`config.mk`:
```
export PLATFORM = sky130hd
export DESIGN_NAME = overlay_scale_factor_mapper_unit
export DESIGN_NICKNAME = d
export VERILOG_FILES = /design/src/rtl/osfm_pkg.sv /design/src/rtl/overlay_scale_factor_mapper_unit.sv
export SDC_FILE = /design/constraint.sdc
export NUM_CORES = 1
export LEC_CHECK = 0
export ABC_CLOCK_PERIOD_IN_PS = 4380
export BUFFER_PORTS_ARGS = -buffer_cell sky130_fd_sc_hd__buf_2
export CORE_MARGIN = 8
export CORE_UTILIZATION = 56
export CTS_BUF_LIST = sky130_fd_sc_hd__clkbuf_2
export DETAILED_ROUTE_END_ITERATION = 16
export PLACE_DENSITY = 0.76
export REMOVE_ABC_BUFFERS = 1
export SLEW_MARGIN = 15
export SYNTH_ARGS = -nofsm -noshare
export SYNTH_HDL_FRONTEND = slang
export SYNTH_SLANG_ARGS = --single-unit
```
`constraint.sdc`:
```
create_clock -name clk_i -period 4.38 [get_ports clk_i]
set_clock_uncertainty 0.05 [all_clocks]
set_input_delay 0 -clock clk_i [delete_from_list [all_inputs] [get_ports clk_i]]
set_output_delay 0 -clock clk_i [all_outputs]
set_load 0.02 [all_outputs]
```
`src/rtl/osfm_pkg.sv`:
```
// Package with the types and constants of the overlay scale factor mapper.
package osfm_pkg;

  // Width of the source and destination size fields.
  localparam int unsigned SizeW = 12;
  // Width of the zoom fraction and number of quotient bits taken per item.
  localparam int unsigned FracW = 11;
  // Largest divider exponent (divider 16) and the matching minify code.
  localparam logic [2:0] DivExpMax = 3'd4;
  localparam logic [2:0] MinCodeMax = 3'd7;
  // Mask that keeps the fetch alignment to its four bits.
  localparam logic [3:0] AlignMask = 4'hf;

  typedef struct packed {
    logic             kind;
    logic [SizeW-1:0] source_size;
    logic [SizeW-1:0] dest_size;
  } osfm_in_t;

  typedef struct packed {
    logic [FracW-1:0] scale_factor;
    logic             scale_enable;
    logic             interpolate;
    logic [2:0]       minify_code;
    logic [3:0]       fetch_align;
    logic [SizeW-1:0] display_count;
    logic             ok;
  } osfm_out_t;

  typedef enum logic [1:0] {
    ST_IDLE,
    ST_SHIFT,
    ST_DIV,
    ST_FIN
  } osfm_state_e;

endpackage

```
`src/rtl/overlay_scale_factor_mapper_unit.sv`:
```
// Overlay scale factor mapper: one axis of overlay scaler settings per transfer.

// One transfer in gives one transfer out. An item is taken only while the unit
// is idle; it then works through the item one step per cycle, but waits in the
// last step while the output register is still held. A downscale first halves
// the source once per cycle until it fits the destination, with at most four
// halvings (divider 2 to 16). Any zoom fraction then comes from a restoring
// divider that produces one quotient bit per cycle, eleven bits in all. A last
// step loads the output register. The output register holds a finished result
// while the next item is taken in.

module overlay_scale_factor_mapper_unit
  import osfm_pkg::*;
(
  input  logic      clk_i,
  input  logic      rst_ni,
  input  logic      in_valid_i,
  output logic      in_stall_o,
  input  osfm_in_t  in_data_i,
  output logic      out_valid_o,
  input  logic      out_stall_i,
  output osfm_out_t out_data_o
);

  localparam logic [3:0] LastStep = 4'(FracW - 1);

  osfm_state_e      state_q, state_d;
  logic             kind_q, kind_d;
  logic [SizeW-1:0] src_q, src_d;
  logic [SizeW-1:0] dst_q, dst_d;
  logic [SizeW-1:0] shf_q, shf_d;
  logic [2:0]       dexp_q, dexp_d;
  logic [SizeW-1:0] rem_q, rem_d;
  logic [FracW-1:0] quo_q, quo_d;
  logic [3:0]       cnt_q, cnt_d;
  logic             minify_q, minify_d;
  logic             okf_q, okf_d;
  logic             dodiv_q, dodiv_d;
  logic             out_valid_q, out_valid_d;
  osfm_out_t        out_q, out_d;

  logic [SizeW:0]   rem2;
  logic [SizeW-1:0] num;
  logic [4:0]       divider;
  logic [5:0]       align_full;
  logic [3:0]       code_full;
  logic             out_free;

  // State and control registers.
  always_ff @(posedge clk_i or negedge rst_ni) begin
    if (!rst_ni) begin
      state_q     <= ST_IDLE;
      out_valid_q <= 1'b0;
    end else begin
      state_q     <= state_d;
      out_valid_q <= out_valid_d;
    end
  end

  // Datapath registers.
  always_ff @(posedge clk_i) begin
    kind_q   <= kind_d;
    src_q    <= src_d;
    dst_q    <= dst_d;
    shf_q    <= shf_d;
    dexp_q   <= dexp_d;
    rem_q    <= rem_d;
    quo_q    <= quo_d;
    cnt_q    <= cnt_d;
    minify_q <= minify_d;
    okf_q    <= okf_d;
    dodiv_q  <= dodiv_d;
    out_q    <= out_d;
  end

  // Helper values for the divider step and the final settings.
  always_comb begin
    rem2       = {rem_q, 1'b0};
    num        = kind_q ? ((shf_q >= SizeW'(2)) ? shf_q - SizeW'(2) : '0) : shf_q;
    divider    = minify_q ? (5'd1 << dexp_q) : 5'd1;
    align_full = {divider, 1'b0} - 6'd1;
    code_full  = {dexp_q, 1'b0} - 4'd1;
    out_free   = !out_valid_q || !out_stall_i;
  end

  // Next state and outputs of the sequencer.
  always_comb begin
    state_d     = state_q;
    kind_d      = kind_q;
    src_d       = src_q;
    dst_d       = dst_q;
    shf_d       = shf_q;
    dexp_d      = dexp_q;
    rem_d       = rem_q;
    quo_d       = quo_q;
    cnt_d       = cnt_q;
    minify_d    = minify_q;
    okf_d       = okf_q;
    dodiv_d     = dodiv_q;
    out_d       = out_q;
    out_valid_d = out_valid_q && out_stall_i;
    in_stall_o  = (state_q != ST_IDLE);

    unique case (state_q)
      ST_IDLE: begin
        if (in_valid_i) begin
          kind_d   = in_data_i.kind;
          src_d    = in_data_i.source_size;
          dst_d    = in_data_i.dest_size;
          shf_d    = in_data_i.source_size >> 1;
          dexp_d   = 3'd1;
          rem_d    = in_data_i.source_size;
          quo_d    = '0;
          cnt_d    = '0;
          minify_d = 1'b0;
          okf_d    = 1'b1;
          dodiv_d  = 1'b0;
          if (in_data_i.source_size < in_data_i.dest_size) begin
            dodiv_d = 1'b1;
            state_d = ST_DIV;
          end else if (in_data_i.source_size > in_data_i.dest_size) begin
            minify_d = 1'b1;
            state_d  = ST_SHIFT;
          end else begin
            state_d = ST_FIN;
          end
        end
      end

      // One halving of the source per cycle until it fits or the limit is hit.
      ST_SHIFT: begin
        if (shf_q <= dst_q || dexp_q == DivExpMax) begin
          okf_d = (shf_q <= dst_q);
          if (shf_q < dst_q) begin
            rem_d   = num;
            dodiv_d = 1'b1;
            state_d = ST_DIV;
          end else begin
            state_d = ST_FIN;
          end
        end else begin
          shf_d  = shf_q >> 1;
          dexp_d = dexp_q + 3'd1;
        end
      end

      // One restoring quotient bit per cycle; the remainder stays below dest.
      ST_DIV: begin
        if (rem2 >= {1'b0, dst_q}) begin
          rem_d = SizeW'(rem2 - {1'b0, dst_q});
          quo_d = {quo_q[FracW-2:0], 1'b1};
        end else begin
          rem_d = SizeW'(rem2);
          quo_d = {quo_q[FracW-2:0], 1'b0};
        end
        cnt_d = cnt_q + 4'd1;
        if (cnt_q == LastStep) begin
          state_d = ST_FIN;
        end
      end

      // Load the result once the output register is free.
      ST_FIN: begin
        if (out_free) begin
          out_d.scale_factor  = dodiv_q ? (kind_q ? quo_q : {1'b0, quo_q[FracW-1:1]}) : '0;
          out_d.scale_enable  = dodiv_q;
          out_d.interpolate   = dodiv_q || (minify_q && kind_q);
          out_d.minify_code   = minify_q ? code_full[2:0] : 3'd0;
          out_d.fetch_align   = (minify_q && kind_q) ? (align_full[3:0] & AlignMask) : 4'd0;
          out_d.display_count = kind_q ?
            ((src_q >= SizeW'(divider)) ? src_q - SizeW'(divider) : '0) : '0;
          out_d.ok            = okf_q;
          out_valid_d         = 1'b1;
          state_d             = ST_IDLE;
        end
      end

      default: begin
        state_d = ST_IDLE;
      end
    endcase
  end

  assign out_valid_o = out_valid_q;
  assign out_data_o  = out_q;

  // A failed fit always comes with the largest divider.
  a_fail_max_div: assert property (@(posedge clk_i) disable iff (!rst_ni)
    out_valid_o && !out_data_o.ok |-> out_data_o.minify_code == MinCodeMax)
    else $error("failed fit without divider 16");

  // No fraction is given while zoom is off.
  a_factor_off: assert property (@(posedge clk_i) disable iff (!rst_ni)
    out_valid_o && !out_data_o.scale_enable |-> out_data_o.scale_factor == '0)
    else $error("zoom fraction without zoom enable");

  // The partial remainder stays below the destination during division.
  a_rem_bound: assert property (@(posedge clk_i) disable iff (!rst_ni)
    state_q == ST_DIV |-> rem_q < dst_q)
    else $error("divider remainder out of range");

  // The quotient loop never runs past its last bit.
  a_step_bound: assert property (@(posedge clk_i) disable iff (!rst_ni)
    state_q == ST_DIV |-> cnt_q <= LastStep)
    else $error("divider step count overrun");

endmodule

```
==> out/qor.log <==
qor: timing.setup_violations 0
qor: worst_setup_path.cp_data_arrival_time 3.73 ns
qor: synth.total_number_of_yosys_warnings 0
qor: clocking.worst_skew_pair.late_latency 0.59 ns
qor: floorplan.boundaryPins 64
qor: power.vdd_drop_max 0.000338 V
qor: worst_setup_path.worst-path-max-fanout 12
qor: worst_setup_path.end_kind flip-flop
qor: timing.maxSlewHeadroom 0.309
qor: layout.postLayoutCellArea 7120 um^2
qor: synth.proportion_of_synthesized_chip_area_in_sequential_cells 0.505
qor: worst_setup_path.timing.rr.start dexp_q[0]$_SDFFCE_PN1P_
qor: detailed_routing.drt_first_iter_violations 381
qor: detailed_routing.routed-via-count 4651
qor: timing.max_freq 290 MHz
qor: worst_setup_path.worstRegToRegCells 12
qor: worst_setup_path.reg2reg_slack 0.93 ns
qor: power.power_per_cell_area 663 nW/um^2
qor: synth.netlist_area 6210 um^2
qor: timing.finalHoldWorstSlack 0.0525 ns
qor: detailed_routing.wl_per_cell 17.6 um
qor: worst_setup_path.startpoint_type_of_the_worst_setup_path flip-flop
qor: layout.stdcell_count 789
qor: synth.netlist-cell-type-count 60
qor: floorplan.die_width 121 um
qor: synth.postSynth.topFlopCell sky130_fd_sc_hd__edfxtp_1
qor: synth.post_synth_edffs 102
qor: placed_design.place.detailed.hpwl 10300 um
qor: placed_design.port_buffers 63
qor: grt.groute.usage.overall 0.187
qor: worst_hold_path.min_path_type in -> reg
qor: floorplan.dieArea 14700 um^2
qor: layout.layout.nets 727
qor: detailed_routing.drcViolationCount 0
qor: clocking.post-cts-setup-buffer-count 0
qor: worst_setup_path.crit-reg2reg-capture out_data_o[4]$_SDFFCE_PN0P_
qor: grt.globalRoute.totalOverflow 0
qor: clocking.clk_pin_slew 0.33 ns
qor: timing.fin_crit_sh 0.787
qor: grt.global_route_wire_length_before_repair 22000 um
qor: worst_setup_path.crit_type reg -> reg
qor: timing.grt_setup_unrepaired false
qor: timing.report.final.slew_viol_count 0
qor: placed_design.pre_cts_slack 1.01 ns
qor: grt.antenna_found_initial 2
qor: timing.finalHoldViolCount 0
qor: timing.setup-tns-final 0 ns
qor: layout.layout-area-overhead-vs-synth 14.6%
qor: layout.post_route_cells_drive_above_1_share 0.159
qor: detailed_routing.route.final.wire_length 13900 um
qor: clocking.cts-resized-gates 0
qor: power.p_total 4.72 mW
qor: clocking.inserted_clock_buffers 9
qor: clocking.cts.hold.buffers_added 29
qor: grt.first_global_vias 4457
qor: run.max-cap-violations 0
qor: floorplan.fp.coreArea 10800 um^2
qor: layout.final_util 0.657
qor: clocking.ctsRootBufferMaster sky130_fd_sc_hd__clkbuf_2
qor: synth.synth_seq_cells 105
qor: grt.grt_start_max_net_pins 34
qor: timing.actual_transition_at_the_worst_max_transition_pin 1.03 ns
qor: layout.seqCellArea 3140 um^2
qor: timing.post_route_setup_slack 0.935 ns
qor: clocking.numClockSinks 105
qor: synth.postSynth.asyncResetShare 0.0286
qor: synth.syn_avg_cell_area 11.3 um^2
qor: floorplan.initial_utilization 0.573
qor: worst_setup_path.worst_setup_path_endpoint out_data_o[4]$_SDFFCE_PN0P_
qor: layout.n_fill_cell 831
qor: synth.synthCells 551
qor: layout.area_taken_by_multi_input_logic_gates 2830 um^2
qor: timing.final_period_minus_worst_setup_slack 3.45 ns
qor: run_status.status finished clean
qor: placed_design.routabilityCongestion 0.964
qor: detailed_routing.viasPerCell 5.89
qor: worst_setup_path.worst_setup_path_startpoint dexp_q[0]$_SDFFCE_PN1P_
qor: placed_design.cells_after_dpl 742
qor: detailed_routing.drt_pre_antenna_iters 5
qor: detailed_routing.ant_nets 0
qor: worst_setup_path.crit_required 4.66 ns
qor: clocking.h-tree-depth 3
qor: floorplan.chipHeight 121 um
qor: clocking.worst_case_clock_buffer_depth 2
qor: clocking.cts_tree done
qor: power.leakagePower 2.89 nW
qor: placed_design.area_post_placement 6670 um^2
qor: floorplan.row_count 38
==> how the worst min path moves through the flow <==
stage	from	endpoint	slack, ns	depth (start not counted)
final	in_data_i[10]	dst_q[10]$_DFFE_PP_	0.05	2
after global routing	in_data_i[10]	dst_q[10]$_DFFE_PP_	0.02	2
after CTS	in_data_i[9]	dst_q[9]$_DFFE_PP_	0.008	2
after detailed placement	rst_ni	state_q[1]$_DFFE_PN0P_	-0.25	1
after global placement	rst_ni	state_q[1]$_DFFE_PN0P_	-0.25	1
after floorplan	rst_ni	out_valid_o$_DFF_PN0_	-0.35	0
==> registers in the layout, summed over array words and instances (netlist names) <==
signal	count
out_data_o	33
dst_q	12
rem_q	12
src_q	12
quo_q	11
shf_q	11
cnt_q	4
dexp_q	3
state_q	2
dodiv_q	1
kind_q	1
minify_q	1
okf_q	1
out_valid_o	1
==> synthesized netlist by cell type (all sizes together), types with 2 or more instances <==
cell type	count	area share
buf	7	0.0062
a211o	3	0.0042
nand4b	2	0.0028
nand4	5	0.0050
dfrtp	3	0.012
a31oi	7	0.0070
mux2i	16	0.026
nor3	11	0.0089
a211oi	6	0.0073
nor2	31	0.019
inv	48	0.029
nand2	34	0.021
xor2	9	0.013
nor4	3	0.0030
fa	2	0.0064
ha	54	0.11
nor2b	24	0.024
xnor2	8	0.011
o221ai	2	0.0028
nand3	12	0.0097
or4b	3	0.0048
and3	2	0.0020
mux2	9	0.016
o21ai	23	0.019
clkbuf	9	0.0060
a31o	2	0.0028
and2	17	0.017
o211ai	17	0.021
nor4b	2	0.0038
nor3b	2	0.0024
o21a	9	0.011
or3	7	0.0070
o41ai	6	0.0097
or2	4	0.0040
a21o	9	0.011
edfxtp	102	0.49
nand2b	4	0.0040
a21oi	23	0.019
==> layer usage <==
metal  wire length, um  GRT usage  part of all wire  up-vias
li1                  -          -                 -     2231
met1              6020      0.240              0.43     2221
met2              6480      0.308              0.47      167
met3              1020     0.0275             0.073       32
met4               340     0.0825             0.025        0
met5                 0          0                 0        -
==> power by group <==
part	total (mW)	switching, mW	internal (mW)	leakage, nW
Combinational	2.28	1.39	0.886	1.80
Clock	0.555	0.352	0.203	0.0914
Sequential	1.89	0.238	1.65	1.00
Total	4.72	1.98	2.74	2.89
==> area by class of cell <==
class	count	share of cell area
Sequential cell	105	0.441
Multi-Input combinational cell	382	0.397
Timing Repair Buffer	96	0.0892
Inverter	48	0.0253
Tap cell	140	0.0246
Clock inverter	7	0.0160
Clock buffer	9	0.00632
Antenna cell	2	0.000703
==> placed cells by master, fill, tap and decap left out, types with 22 or more instances in the layout <==
master and instances:
sky130_fd_sc_hd__a21oi_1 23, sky130_fd_sc_hd__buf_2 63, sky130_fd_sc_hd__dlygate4sd3_1 29, sky130_fd_sc_hd__edfxtp_1 102, sky130_fd_sc_hd__ha_1 54, sky130_fd_sc_hd__inv_1 48, sky130_fd_sc_hd__nand2_1 34, sky130_fd_sc_hd__nor2_1 31
sky130_fd_sc_hd__nor2b_1 24, sky130_fd_sc_hd__o21ai_0 22
==> cells by family (layout without fill, tap and decap cells) <==
family                     Yosys count  in the layout  synth area share
xor gates and xnor gates            17             17            0.0240
and+or+nand+nor                    165            165             0.142
AOI/OAI and AO/OA                  119            119             0.131
buffers and inverters               64            160            0.0413
other                                0              2                 0
muxes                               25             25            0.0421
adders and majority gates           56             56             0.115
DFF                                105            105             0.505
==> worst max-delay path, cell delays in order (launching register included) <==
cell	delay (ns)
sky130_fd_sc_hd__edfxtp_1	0.53
sky130_fd_sc_hd__inv_1	0.12
sky130_fd_sc_hd__ha_1	0.24
sky130_fd_sc_hd__nand2_1	0.07
sky130_fd_sc_hd__nand2_1	0.09
sky130_fd_sc_hd__ha_1	0.20
sky130_fd_sc_hd__fa_1	0.20
sky130_fd_sc_hd__nor2b_1	0.06
sky130_fd_sc_hd__o21a_1	0.18
sky130_fd_sc_hd__o21ai_1	0.24
sky130_fd_sc_hd__nand2_1	0.14
sky130_fd_sc_hd__o41ai_2	0.93
sky130_fd_sc_hd__nor3_1	0.14
(Power assumes the default switching activity.)
